**src/sv/flash_line_cache_fifo_unit_macros.svh**
```systemverilog
// Assertion macros shared by the flash line cache modules.
// Both forms take a label, clock, reset, antecedent and consequent.
// FLCF_ASSERT checks the consequent in the same cycle as the antecedent.
// FLCF_ASSERT_NEXT checks the consequent in the cycle after the antecedent.
`ifndef FLASH_LINE_CACHE_FIFO_UNIT_MACROS_SVH
`define FLASH_LINE_CACHE_FIFO_UNIT_MACROS_SVH

`ifndef SYNTHESIS
`define FLCF_ASSERT(label, clk, rst, ante, cons) \
  label: assert property (@(posedge clk) disable iff (rst) (ante) |-> (cons)) \
    else $error("flcf check failed");
`define FLCF_ASSERT_NEXT(label, clk, rst, ante, cons) \
  label: assert property (@(posedge clk) disable iff (rst) (ante) |=> (cons)) \
    else $error("flcf check failed");
`else
`define FLCF_ASSERT(label, clk, rst, ante, cons)
`define FLCF_ASSERT_NEXT(label, clk, rst, ante, cons)
`endif

`endif

```
**src/sv/flcf_pkg.sv**
```systemverilog
package flcf_pkg;

  localparam int LINE_COUNT_DEF = 8;
  localparam int LINE_BYTES_DEF = 32;

  localparam int ADDR_W   = 32;
  localparam int DATA_W   = 32;
  localparam int SIZE_W   = 3;
  localparam int STATUS_W = 3;
  localparam int SLOT_W   = 3;
  localparam int OFFSET_W = 5;
  localparam int PADDR_W  = 3;
  localparam int MAX_READ = 4;

  // result status codes
  localparam logic [STATUS_W-1:0] ST_HIT         = 3'd0;
  localparam logic [STATUS_W-1:0] ST_FILL_NEEDED = 3'd1;
  localparam logic [STATUS_W-1:0] ST_FILL_DONE   = 3'd2;
  localparam logic [STATUS_W-1:0] ST_BYPASS      = 3'd3;
  localparam logic [STATUS_W-1:0] ST_RANGE       = 3'd4;

  // input modes
  localparam logic MODE_READ = 1'b0;
  localparam logic MODE_FILL = 1'b1;

  // register indexes
  localparam logic [PADDR_W-3:0] REG_FLASH_BASE = 1'b0;

  typedef struct packed {
    logic                capture;
    logic                miss;
    logic                fill_wr;
    logic                fill_end;
    logic                hit_sel;
    logic                rd_issue;
    logic                out_load;
    logic [STATUS_W-1:0] out_status;
  } flcf_cmd_t;

  typedef struct packed {
    logic mode;
    logic fill_pending;
    logic out_of_range;
    logic crosses;
    logic hit;
    logic fill_last;
  } flcf_stat_t;

  function automatic logic [DATA_W-1:0] size_mask(input logic [SIZE_W-1:0] size);
    logic [DATA_W-1:0] m;
    case (size)
      3'd0:    m = 32'h0000_0000;
      3'd1:    m = 32'h0000_00FF;
      3'd2:    m = 32'h0000_FFFF;
      3'd3:    m = 32'h00FF_FFFF;
      default: m = 32'hFFFF_FFFF;
    endcase
    return m;
  endfunction

endpackage

```
**src/sv/flcf_ram.sv**
```systemverilog
module flcf_ram #(
  parameter int WIDTH = 32,
  parameter int DEPTH = 32,
  localparam int AW = $clog2(DEPTH)
) (
  input  logic             clk,
  input  logic             wr_en,
  input  logic [AW-1:0]    wr_addr,
  input  logic [WIDTH-1:0] wr_data,
  input  logic             rd_en,
  input  logic [AW-1:0]    rd_addr,
  output logic [WIDTH-1:0] rd_data
);

  logic [WIDTH-1:0] mem [DEPTH];

  always_ff @(posedge clk) begin
    if (wr_en) begin
      mem[wr_addr] <= wr_data;
    end
    if (rd_en) begin
      rd_data <= mem[rd_addr];
    end
  end

endmodule

```
**src/sv/flcf_ctrl.sv**
```systemverilog
`include "flash_line_cache_fifo_unit_macros.svh"

module flcf_ctrl (
  input  logic                 clk,
  input  logic                 rst,
  input  flcf_pkg::flcf_stat_t stat,
  input  logic                 in_valid,
  output logic                 in_stall,
  output logic                 out_valid,
  input  logic                 out_stall,
  output flcf_pkg::flcf_cmd_t  cmd
);

  localparam logic [1:0] S_IDLE  = 2'd0;
  localparam logic [1:0] S_EVAL  = 2'd1;
  localparam logic [1:0] S_RDREQ = 2'd2;
  localparam logic [1:0] S_RD    = 2'd3;

  logic [1:0] state;
  logic [1:0] state_next;
  logic [flcf_pkg::STATUS_W-1:0] rd_status;
  logic [flcf_pkg::STATUS_W-1:0] rd_status_next;
  logic out_free;

  assign out_free = !out_valid || !out_stall;
  assign in_stall = (state != S_IDLE);

  always_comb begin
    cmd            = '0;
    state_next     = state;
    rd_status_next = rd_status;
    unique case (state)
      S_IDLE: begin
        if (in_valid) begin
          cmd.capture = 1'b1;
          state_next  = S_EVAL;
        end
      end
      S_EVAL: begin
        if (stat.mode == flcf_pkg::MODE_FILL) begin
          if (!stat.fill_pending) begin
            state_next = S_IDLE;
          end else begin
            cmd.fill_wr = 1'b1;
            if (stat.fill_last) begin
              cmd.fill_end   = 1'b1;
              rd_status_next = flcf_pkg::ST_FILL_DONE;
              state_next     = S_RDREQ;
            end else begin
              state_next = S_IDLE;
            end
          end
        end else if (stat.fill_pending) begin
          state_next = S_IDLE;
        end else if (stat.out_of_range) begin
          if (out_free) begin
            cmd.out_load   = 1'b1;
            cmd.out_status = flcf_pkg::ST_RANGE;
            state_next     = S_IDLE;
          end
        end else if (stat.crosses) begin
          if (out_free) begin
            cmd.out_load   = 1'b1;
            cmd.out_status = flcf_pkg::ST_BYPASS;
            state_next     = S_IDLE;
          end
        end else if (stat.hit) begin
          cmd.hit_sel    = 1'b1;
          rd_status_next = flcf_pkg::ST_HIT;
          state_next     = S_RDREQ;
        end else if (out_free) begin
          cmd.miss       = 1'b1;
          cmd.out_load   = 1'b1;
          cmd.out_status = flcf_pkg::ST_FILL_NEEDED;
          state_next     = S_IDLE;
        end
      end
      S_RDREQ: begin
        cmd.rd_issue = 1'b1;
        state_next   = S_RD;
      end
      S_RD: begin
        if (out_free) begin
          cmd.out_load   = 1'b1;
          cmd.out_status = rd_status;
          state_next     = S_IDLE;
        end
      end
      default: begin
        state_next = S_IDLE;
      end
    endcase
  end

  always_ff @(posedge clk) begin
    if (rst) begin
      state     <= S_IDLE;
      rd_status <= flcf_pkg::ST_HIT;
      out_valid <= 1'b0;
    end else begin
      state     <= state_next;
      rd_status <= rd_status_next;
      if (cmd.out_load) begin
        out_valid <= 1'b1;
      end else if (out_valid && !out_stall) begin
        out_valid <= 1'b0;
      end
    end
  end

  `FLCF_ASSERT(a_no_overwrite, clk, rst, out_valid && out_stall, !cmd.out_load)
  `FLCF_ASSERT_NEXT(a_issue_then_read, clk, rst, cmd.rd_issue, state == S_RD)
  `FLCF_ASSERT(a_end_with_write, clk, rst, cmd.fill_end, cmd.fill_wr)

endmodule

```
**src/sv/flcf_dp.sv**
```systemverilog
`include "flash_line_cache_fifo_unit_macros.svh"

module flcf_dp #(
  parameter int LINE_COUNT = flcf_pkg::LINE_COUNT_DEF,
  parameter int LINE_BYTES = flcf_pkg::LINE_BYTES_DEF
) (
  input  logic                                clk,
  input  logic                                rst,
  input  flcf_pkg::flcf_cmd_t                 cmd,
  output flcf_pkg::flcf_stat_t                stat,
  input  logic [flcf_pkg::ADDR_W-1:0]         flash_base,
  input  logic                                mode,
  input  logic [flcf_pkg::ADDR_W-1:0]         address,
  input  logic [flcf_pkg::SIZE_W-1:0]         read_size,
  input  logic [flcf_pkg::DATA_W-1:0]         fill_word,
  output logic [flcf_pkg::STATUS_W-1:0]       status,
  output logic [flcf_pkg::ADDR_W-1:0]         line_address,
  output logic [flcf_pkg::SLOT_W-1:0]         slot,
  output logic [flcf_pkg::OFFSET_W-1:0]       offset,
  output logic [flcf_pkg::DATA_W-1:0]         read_data
);

  localparam int OFFW       = $clog2(LINE_BYTES);
  localparam int OFFW1      = OFFW + 1;
  localparam int TAGW       = flcf_pkg::ADDR_W - OFFW;
  localparam int SLW        = $clog2(LINE_COUNT);
  localparam int WPL        = LINE_BYTES / 4;
  localparam int WW         = $clog2(WPL);
  localparam int HPL        = WPL / 2;
  localparam int BANK_DEPTH = LINE_COUNT * HPL;
  localparam int BAW        = $clog2(BANK_DEPTH);

  // captured request
  logic                          req_mode;
  logic [flcf_pkg::ADDR_W-1:0]   req_addr;
  logic [flcf_pkg::SIZE_W-1:0]   req_size;
  logic [flcf_pkg::DATA_W-1:0]   req_word;

  // line directory
  logic [LINE_COUNT-1:0]         line_valid;
  logic [TAGW-1:0]               line_tag [LINE_COUNT];

  // fill bookkeeping
  logic [SLW-1:0]                oldest;
  logic                          fill_pending;
  logic [WW-1:0]                 fill_count;
  logic [OFFW-1:0]               pend_off;
  logic [flcf_pkg::SIZE_W-1:0]   pend_size;
  logic [flcf_pkg::ADDR_W-1:0]   pend_base;

  // line being read for a hit or a completed fill
  logic [SLW-1:0]                cur_slot;
  logic [OFFW-1:0]               cur_off;
  logic [flcf_pkg::SIZE_W-1:0]   cur_size;
  logic [flcf_pkg::ADDR_W-1:0]   cur_base;

  logic [OFFW-1:0]               req_off;
  logic [TAGW-1:0]               req_tag;
  logic [flcf_pkg::ADDR_W-1:0]   req_base;
  logic [flcf_pkg::SIZE_W-1:0]   size_sat;
  logic [LINE_COUNT-1:0]         hit_vec;
  logic [SLW-1:0]                hit_slot;

  logic [BAW-1:0]                wr_addr;
  logic [WW-1:0]                 cur_word;
  logic [WW-1:0]                 next_word;
  logic [WW-1:0]                 even_idx;
  logic [BAW-1:0]                even_addr;
  logic [BAW-1:0]                odd_addr;
  logic [flcf_pkg::DATA_W-1:0]   even_q;
  logic [flcf_pkg::DATA_W-1:0]   odd_q;
  logic [flcf_pkg::DATA_W-1:0]   lo_word;
  logic [flcf_pkg::DATA_W-1:0]   hi_word;
  logic [2*flcf_pkg::DATA_W-1:0] pair_shift;
  logic [flcf_pkg::DATA_W-1:0]   gathered;

  assign size_sat = (read_size > flcf_pkg::SIZE_W'(flcf_pkg::MAX_READ)) ?
                    flcf_pkg::SIZE_W'(flcf_pkg::MAX_READ) : read_size;

  assign req_off  = req_addr[OFFW-1:0];
  assign req_tag  = req_addr[flcf_pkg::ADDR_W-1:OFFW];
  assign req_base = {req_tag, {OFFW{1'b0}}};

  always_comb begin
    hit_slot = '0;
    for (int s = 0; s < LINE_COUNT; s++) begin
      hit_vec[s] = line_valid[s] && (line_tag[s] == req_tag);
      if (hit_vec[s]) begin
        hit_slot = hit_slot | SLW'(s);
      end
    end
  end

  assign stat.mode         = req_mode;
  assign stat.fill_pending = fill_pending;
  assign stat.out_of_range = (req_addr < flash_base);
  assign stat.crosses      = ({1'b0, req_off} > (OFFW1'(LINE_BYTES) - OFFW1'(req_size)));
  assign stat.hit          = |hit_vec;
  assign stat.fill_last    = (fill_count == WW'(WPL - 1));

  // even/odd word banks so a four-byte read spanning two words takes one access
  assign wr_addr   = BAW'(BAW'(oldest) * BAW'(HPL)) + BAW'(fill_count >> 1);
  assign cur_word  = cur_off[OFFW-1:2];
  assign next_word = cur_word + 1'b1;
  assign even_idx  = cur_word[0] ? next_word : cur_word;
  assign even_addr = BAW'(BAW'(cur_slot) * BAW'(HPL)) + BAW'(even_idx >> 1);
  assign odd_addr  = BAW'(BAW'(cur_slot) * BAW'(HPL)) + BAW'(cur_word >> 1);

  flcf_ram #(
    .WIDTH (flcf_pkg::DATA_W),
    .DEPTH (BANK_DEPTH)
  ) u_bank_even (
    .clk     (clk),
    .wr_en   (cmd.fill_wr && !fill_count[0]),
    .wr_addr (wr_addr),
    .wr_data (req_word),
    .rd_en   (cmd.rd_issue),
    .rd_addr (even_addr),
    .rd_data (even_q)
  );

  flcf_ram #(
    .WIDTH (flcf_pkg::DATA_W),
    .DEPTH (BANK_DEPTH)
  ) u_bank_odd (
    .clk     (clk),
    .wr_en   (cmd.fill_wr && fill_count[0]),
    .wr_addr (wr_addr),
    .wr_data (req_word),
    .rd_en   (cmd.rd_issue),
    .rd_addr (odd_addr),
    .rd_data (odd_q)
  );

  assign lo_word    = cur_word[0] ? odd_q : even_q;
  assign hi_word    = cur_word[0] ? even_q : odd_q;
  assign pair_shift = {hi_word, lo_word} >> {cur_off[1:0], 3'b000};
  assign gathered   = pair_shift[flcf_pkg::DATA_W-1:0] & flcf_pkg::size_mask(cur_size);

  always_ff @(posedge clk) begin
    if (rst) begin
      line_valid   <= '0;
      oldest       <= '0;
      fill_pending <= 1'b0;
      fill_count   <= '0;
      pend_off     <= '0;
      pend_size    <= '0;
    end else begin
      if (cmd.miss) begin
        line_valid[oldest] <= 1'b0;
        fill_pending       <= 1'b1;
        fill_count         <= '0;
        pend_off           <= req_off;
        pend_size          <= req_size;
      end
      if (cmd.fill_wr && !cmd.fill_end) begin
        fill_count <= fill_count + 1'b1;
      end
      if (cmd.fill_end) begin
        line_valid[oldest] <= 1'b1;
        fill_pending       <= 1'b0;
        fill_count         <= '0;
        oldest             <= (oldest == SLW'(LINE_COUNT - 1)) ? '0 : oldest + 1'b1;
      end
    end
  end

  always_ff @(posedge clk) begin
    if (cmd.capture) begin
      req_mode <= mode;
      req_addr <= address;
      req_size <= size_sat;
      req_word <= fill_word;
    end
    if (cmd.miss) begin
      line_tag[oldest] <= req_tag;
      pend_base        <= req_base;
    end
    if (cmd.fill_end) begin
      cur_slot <= oldest;
      cur_off  <= pend_off;
      cur_size <= pend_size;
      cur_base <= pend_base;
    end
    if (cmd.hit_sel) begin
      cur_slot <= hit_slot;
      cur_off  <= req_off;
      cur_size <= req_size;
      cur_base <= req_base;
    end
    if (cmd.out_load) begin
      status <= cmd.out_status;
      case (cmd.out_status) inside
        flcf_pkg::ST_HIT, flcf_pkg::ST_FILL_DONE: begin
          line_address <= cur_base;
          slot         <= flcf_pkg::SLOT_W'(cur_slot);
          offset       <= flcf_pkg::OFFSET_W'(cur_off);
          read_data    <= gathered;
        end
        flcf_pkg::ST_FILL_NEEDED: begin
          line_address <= req_base;
          slot         <= flcf_pkg::SLOT_W'(oldest);
          offset       <= flcf_pkg::OFFSET_W'(req_off);
          read_data    <= '0;
        end
        default: begin
          line_address <= req_addr;
          slot         <= '0;
          offset       <= flcf_pkg::OFFSET_W'(req_off);
          read_data    <= '0;
        end
      endcase
    end
  end

  `FLCF_ASSERT(a_hit_onehot, clk, rst, 1'b1, $onehot0(hit_vec))

endmodule

```
**src/sv/flash_line_cache_fifo_unit.sv**
```systemverilog
// Result: out_valid rises once EVAL loads the result register for miss, bypass and
//   out-of-range reads, and once RD loads it for hits and the fill word that completes a line.
// Issue: a new transfer is taken only back in IDLE, and an output stall can hold EVAL or RD;
//   the single-issue controller and the registered read of the line data banks set this.
// Reset (synchronous, rst high) clears valid bits, fill state, FIFO pointer and
//   flash_base; line data and tags need no clearing pass and are ready at once.
module flash_line_cache_fifo_unit #(
  parameter int LINE_COUNT = flcf_pkg::LINE_COUNT_DEF,
  parameter int LINE_BYTES = flcf_pkg::LINE_BYTES_DEF
) (
  input  logic                              clk,
  input  logic                              rst,
  // request / fill word channel
  input  logic                              in_valid,
  output logic                              in_stall,
  input  logic                              mode,
  input  logic [flcf_pkg::ADDR_W-1:0]       address,
  input  logic [flcf_pkg::SIZE_W-1:0]       read_size,
  input  logic [flcf_pkg::DATA_W-1:0]       fill_word,
  // result channel
  output logic                              out_valid,
  input  logic                              out_stall,
  output logic [flcf_pkg::STATUS_W-1:0]     status,
  output logic [flcf_pkg::ADDR_W-1:0]       line_address,
  output logic [flcf_pkg::SLOT_W-1:0]       slot,
  output logic [flcf_pkg::OFFSET_W-1:0]     offset,
  output logic [flcf_pkg::DATA_W-1:0]       read_data,
  // register port
  input  logic                              psel,
  input  logic                              penable,
  input  logic                              pwrite,
  input  logic [flcf_pkg::PADDR_W-1:0]      paddr,
  input  logic [flcf_pkg::DATA_W-1:0]       pwdata,
  output logic [flcf_pkg::DATA_W-1:0]       prdata,
  output logic                              pready
);

  // Structure:
  //   flcf_ctrl - sequencer. Takes one transfer at a time, sequences the
  //               directory update, line-data read and output register load.
  //   flcf_dp   - request capture, tag directory (parallel compares over all
  //               slots), FIFO pointer, fill counter, even/odd word banks and
  //               the result register.
  //
  // Flow per accepted transfer:
  //   IDLE  -> capture the transfer
  //   EVAL  -> range check, line-crossing check, tag lookup, or fill word write
  //   RDREQ -> issue bank reads (hit or finished fill only)
  //   RD    -> align bytes, load result register
  // A read arriving while a fill is pending, and a fill word with no fill
  // pending, are dropped without a result.

  flcf_pkg::flcf_cmd_t  cmd;
  flcf_pkg::flcf_stat_t stat;

  logic [flcf_pkg::ADDR_W-1:0]  flash_base;
  logic [flcf_pkg::PADDR_W-3:0] reg_index;
  logic                         reg_wr;

  // Register file: a single register, flash_base, at byte address 0.
  assign reg_index = paddr[flcf_pkg::PADDR_W-1:2];
  assign reg_wr    = psel && penable && pwrite && pready;
  assign pready    = 1'b1;
  assign prdata    = (reg_index == flcf_pkg::REG_FLASH_BASE) ? flash_base : '0;

  always_ff @(posedge clk) begin
    if (rst) begin
      flash_base <= '0;
    end else if (reg_wr && (reg_index == flcf_pkg::REG_FLASH_BASE)) begin
      flash_base <= pwdata;
    end
  end

  flcf_ctrl u_ctrl (
    .clk       (clk),
    .rst       (rst),
    .stat      (stat),
    .in_valid  (in_valid),
    .in_stall  (in_stall),
    .out_valid (out_valid),
    .out_stall (out_stall),
    .cmd       (cmd)
  );

  flcf_dp #(
    .LINE_COUNT (LINE_COUNT),
    .LINE_BYTES (LINE_BYTES)
  ) u_dp (
    .clk          (clk),
    .rst          (rst),
    .cmd          (cmd),
    .stat         (stat),
    .flash_base   (flash_base),
    .mode         (mode),
    .address      (address),
    .read_size    (read_size),
    .fill_word    (fill_word),
    .status       (status),
    .line_address (line_address),
    .slot         (slot),
    .offset       (offset),
    .read_data    (read_data)
  );

endmodule

```
**config.mk**
```make
export PLATFORM = sky130hd
export DESIGN_NAME = flash_line_cache_fifo_unit
export DESIGN_NICKNAME = d
export VERILOG_FILES = /design/src/sv/flcf_pkg.sv /design/src/sv/flcf_ram.sv /design/src/sv/flcf_ctrl.sv /design/src/sv/flcf_dp.sv /design/src/sv/flash_line_cache_fifo_unit.sv
export VERILOG_INCLUDE_DIRS = /design/src /design/src/sv
export SDC_FILE = /design/constraint.sdc
export NUM_CORES = 2
export LEC_CHECK = 0
export CAP_MARGIN = 20
export CORE_MARGIN = 2
export CORE_UTILIZATION = 35
export DETAILED_ROUTE_END_ITERATION = 16
export DONT_BUFFER_PORTS = 1
export REMOVE_ABC_BUFFERS = 1
export SLEW_MARGIN = 30
export SYNTH_ARGS = -nofsm -noshare
export SYNTH_HDL_FRONTEND = slang
export SYNTH_SLANG_ARGS = --single-unit
```
**constraint.sdc**
```tcl
create_clock -name clk -period 5.6 [get_ports clk]
set_input_delay 0 -clock clk [delete_from_list [all_inputs] [get_ports clk]]
set_output_delay 0 -clock clk [all_outputs]
set_load 0.01 [all_outputs]
```
==> impl_metrics.csv <==
group,metric,value,unit
run_status,outcome,"finished clean",
synthesis,ys_async_sr_fraction,0,%
timing,min_period,4.57,ns
global_route,antenna_found_initial,12,
critical_path,crit_required,6.35,ns
floorplan,fp-row-count,197,
global_route,grt_pass1_wl,360000,µm
global_route,overflow,0,
timing,fin_skew,0.0852,ns
clock_network,cts_buffer_depth,4,
run,drv_cap,0,
timing,tightest_slew,1.02,ns
drt,via_per_inst,5.34,
critical_path,worstSetupEndpointType,"flip-flop",
floorplan,die_x,542,µm
pwr,p_leak,36.6,nW
layout,fin_nets,5153,
drt,routedWlPerCell,28.2,µm
synthesis,yosysSeqAreaShare,76.4,%
floorplan,core_area,288000,µm²
critical_path,cp.arrival,5.31,ns
timing,tns,0,ns
timing,holdWs,0.0480,ns
timing,slew-limit-headroom,32.1,%
placement,dp.final_hpwl,146000,µm
layout,fill_cells,24838,
global_route,grt_max_degree,129,
pwr,power.density,332,nW/µm²
clock_network,htree_levels,4,
clock_network,cts_setup_buffers,0,
placement,portBuffers,0,
critical_path,cp-start-kind,"flip-flop",
pwr,finalPower,0.0392,W
floorplan,io_pins,220,
pwr,pwr-share-comb,2.3,%
drt,drt-pass1-iter-count,6,
synthesis,yosys_most_used_dff,"edfxtp_1",
drt,via_count,47935,
synthesis,avgSynthCellArea,22.4,µm²
global_route,grt_pass1_vias,48667,
timing,setup_viol,0,
drt,ant_nets,0,
synthesis,synth_cells,4528,
drt,drt_iter0_markers,5812,
timing,setup_ws,1.03,ns
synthesis,yosysUniqueCellTypes,63,
pwr,internal-power,0.0313,W
clock_network,tritoncts,"yes",
timing,hold_viol_final,0,
synthesis,postSynthRegisterBits,2595,
critical_path,crit_path_max_fanout,34,
floorplan,start_util,35.2,%
placement,gp_congestion,0.820,
pwr,seqPwrFrac,55.0,%
clock_network,cts_inserted_buffers,248,
timing,rsz0062_at_grt,"false",
clock_network,insertion_delay,0.91,ns
timing,drv_slew,0,
pwr,p_sw_share,20.1,%
drt,drc,0,
floorplan,die_y,542,µm
synthesis,syn_area,101000,µm²
global_route,grt_use_total,17.0,%
timing,max_freq,219,MHz
synthesis,ys_warn_count,0,
placement,pre_cts_ws,1.01,ns
min_path,min_path_type,"primary input to output pin",
pwr,p_sw,0.00789,W
floorplan,dieArea,294000,µm²
clock_network,clk_pin_slew_worst_paths,0.06,ns
pwr,clockPowerShare,42.7,%
layout,syn_to_final_growth,16.6,%
timing,min_period_over_period,81.6,%
clock_network,root_buffer,"clkbuf_16",
clock_network,clock_sinks,2595,
layout,drive_above_1_share,28.7,%
pwr,vdd_ir_drop_max,0.000279,V
drt,finalWirelength,254000,µm
synthesis,synth_edf_count,2536,
critical_path,worstSetupPathType,"flip-flop to flip-flop",
## worst max-delay path: stages (launching register included)
cell and delay (ns):
edfxtp_1 0.82, buf_4 0.34, xnor2_1 0.15, nand4_1 0.11, nor3_1 0.59, a22oi_1 0.25, nand4_2 0.31, nor3b_4 0.40
or2_4 0.67, buf_4 0.48, and3_1 0.22
## cell usage after synthesis, types with 2 or more instances
cell type	instances	share of area, %
edfxtp_1	2536	75
mux4_2	672	15
xnor2_1	216	1.9
nor2_1	135	0.50
clkbuf_1	132	0.49
nand2_1	104	0.39
mux2_2	83	0.92
mux2_4	66	0.98
buf_1	61	0.23
dfxtp_1	59	1.2
nand4_1	59	0.36
a21oi_1	55	0.27
inv_1	45	0.17
ha_1	44	0.54
nor3_1	40	0.20
mux2i_1	33	0.33
buf_4	28	0.21
o21ai_0	15	0.074
and3_1	14	0.087
nand2b_1	12	0.074
nand3_1	10	0.049
a211oi_1	9	0.067
nor2b_1	8	0.049
o32ai_1	8	0.069
o21a_1	7	0.052
buf_2	6	0.030
a21o_1	5	0.037
buf_6	5	0.056
nor4_1	5	0.031
a22oi_1	4	0.030
nor4_2	4	0.049
nor4b_1	4	0.035
a221oi_1	3	0.026
a22o_1	3	0.026
and4_1	3	0.026
nand3b_1	3	0.022
a2bb2oi_1	2	0.017
a31oi_1	2	0.012
buf_12	2	0.040
o31a_1	2	0.017
or2_2	2	0.012
## layout by cell type, fill, tap and decap left out, types with 15 or more instances in the layout
| cell | netlist | layout |
|---|---|---|
| edfxtp_1 | 2536 | 2536 |
| buf_12 | 2 | 23 |
| dfxtp_1 | 59 | 59 |
| nor2_4 | 0 | 67 |
| clkinv_2 | 0 | 51 |
| a21oi_1 | 55 | 54 |
| clkbuf_16 | 0 | 249 |
| mux2_2 | 83 | 83 |
| mux2i_1 | 33 | 33 |
| buf_4 | 28 | 190 |
| nand2_1 | 104 | 102 |
| ha_1 | 44 | 43 |
| mux4_2 | 672 | 672 |
| clkinv_1 | 0 | 50 |
| nor3_1 | 40 | 39 |
| mux2_4 | 66 | 66 |
| clkbuf_1 | 132 | 49 |
| bufinv_16 | 0 | 30 |
| o21ai_0 | 15 | 15 |
| xnor2_1 | 216 | 216 |
| nor2_1 | 135 | 68 |
| nand4_1 | 59 | 59 |
| dlygate4sd3_1 | 0 | 230 |
| inv_1 | 45 | 45 |
## cells by family after synthesis
group | synth area share [%]
buf+inv | 1.23
xor+xnor | 1.88
flops | 76.4
other cells | 0.00370
compound gates | 0.788
fa+ha+maj | 0.544
simple gates | 1.98
mux | 17.2
## flip-flops by register name, summed over array words and instances (netlist names), 5 cells and up
register	cells
u_dp.u_bank_even.mem	1024
u_dp.req_addr	32
u_dp.u_bank_odd.rd_data	32
u_dp.pend_base	27
u_dp.u_bank_even.rd_data	32
u_dp.read_data	32
u_dp.req_word	32
u_dp.cur_off	5
flash_base	32
u_dp.line_valid	8
u_dp.cur_base	27
u_dp.offset	5
u_dp.pend_off	5
u_dp.u_bank_odd.mem	1024
u_dp.line_tag	216
u_dp.line_address	32
## cell type report
type / instances / area (µm²) / share of cell area [%]
Inverter: 45 / 169 / 0.143
Clock inverter: 147 / 1540 / 1.30
Clock buffer: 303 / 6480 / 5.49
Multi-Input combinational cell: 1653 / 23300 / 19.7
Timing Repair Buffer: 456 / 4530 / 3.84
Sequential cell: 2595 / 77300 / 65.5
Antenna cell: 3 / 7.51 / 0.00636
Tap cell: 3781 / 4730 / 4.01
## worst paths after layout
check	startpoint	endpoint	slack (ns)	depth (start not counted)
setup / recovery	u_dp.req_addr[18]	u_dp.read_data[24]	1.03	10
hold / removal	paddr[2]	prdata[11]	0.05	1
setup reg to reg	u_dp.req_addr[18]	u_dp.read_data[24]	1.03	10
hold reg to reg	flash_base[14]	flash_base[14]	0.46	2
## metal layers
layer / part of all wire [%] / track usage [%]
met5: 0.0051 / 0
met4: 2.8 / 4.83
met3: 7.3 / 2.87
met2: 48 / 27.7
met1: 42 / 23.5
## power groups by stage
stage | logic [W] | clock network [W] | registers [W]
floorplan | 0.000242 | 0 | 0.0221
global placement | 0.000720 | 0 | 0.0220
detailed placement | 0.000756 | 0 | 0.0220
CTS | 0.000882 | 0.0171 | 0.0216
global route | 0.000959 | 0.0178 | 0.0216
finish | 0.000883 | 0.0168 | 0.0216
## stage by stage
| stage | area, µm² | util (%) | cells |
|---|---|---|---|
| floorplan | 100000 | - | 4293 |
| global placement | 107000 | 37.3 | 8287 |
| detailed placement | 108000 | 37.4 | 8297 |
| CTS | 118000 | 41.0 | 8978 |
| global route | 118000 | 41.0 | 8981 |
| finish | 118000 | 41.0 | 8983 |
## what timing repair did
action,4_1_cts,5_1_grt
gates resized for setup,0,0
setup endpoints to repair,0,0
endpoints found under the hold margin,197,0
hold buffers,231,0
Power figures use the tool's default switching activity.
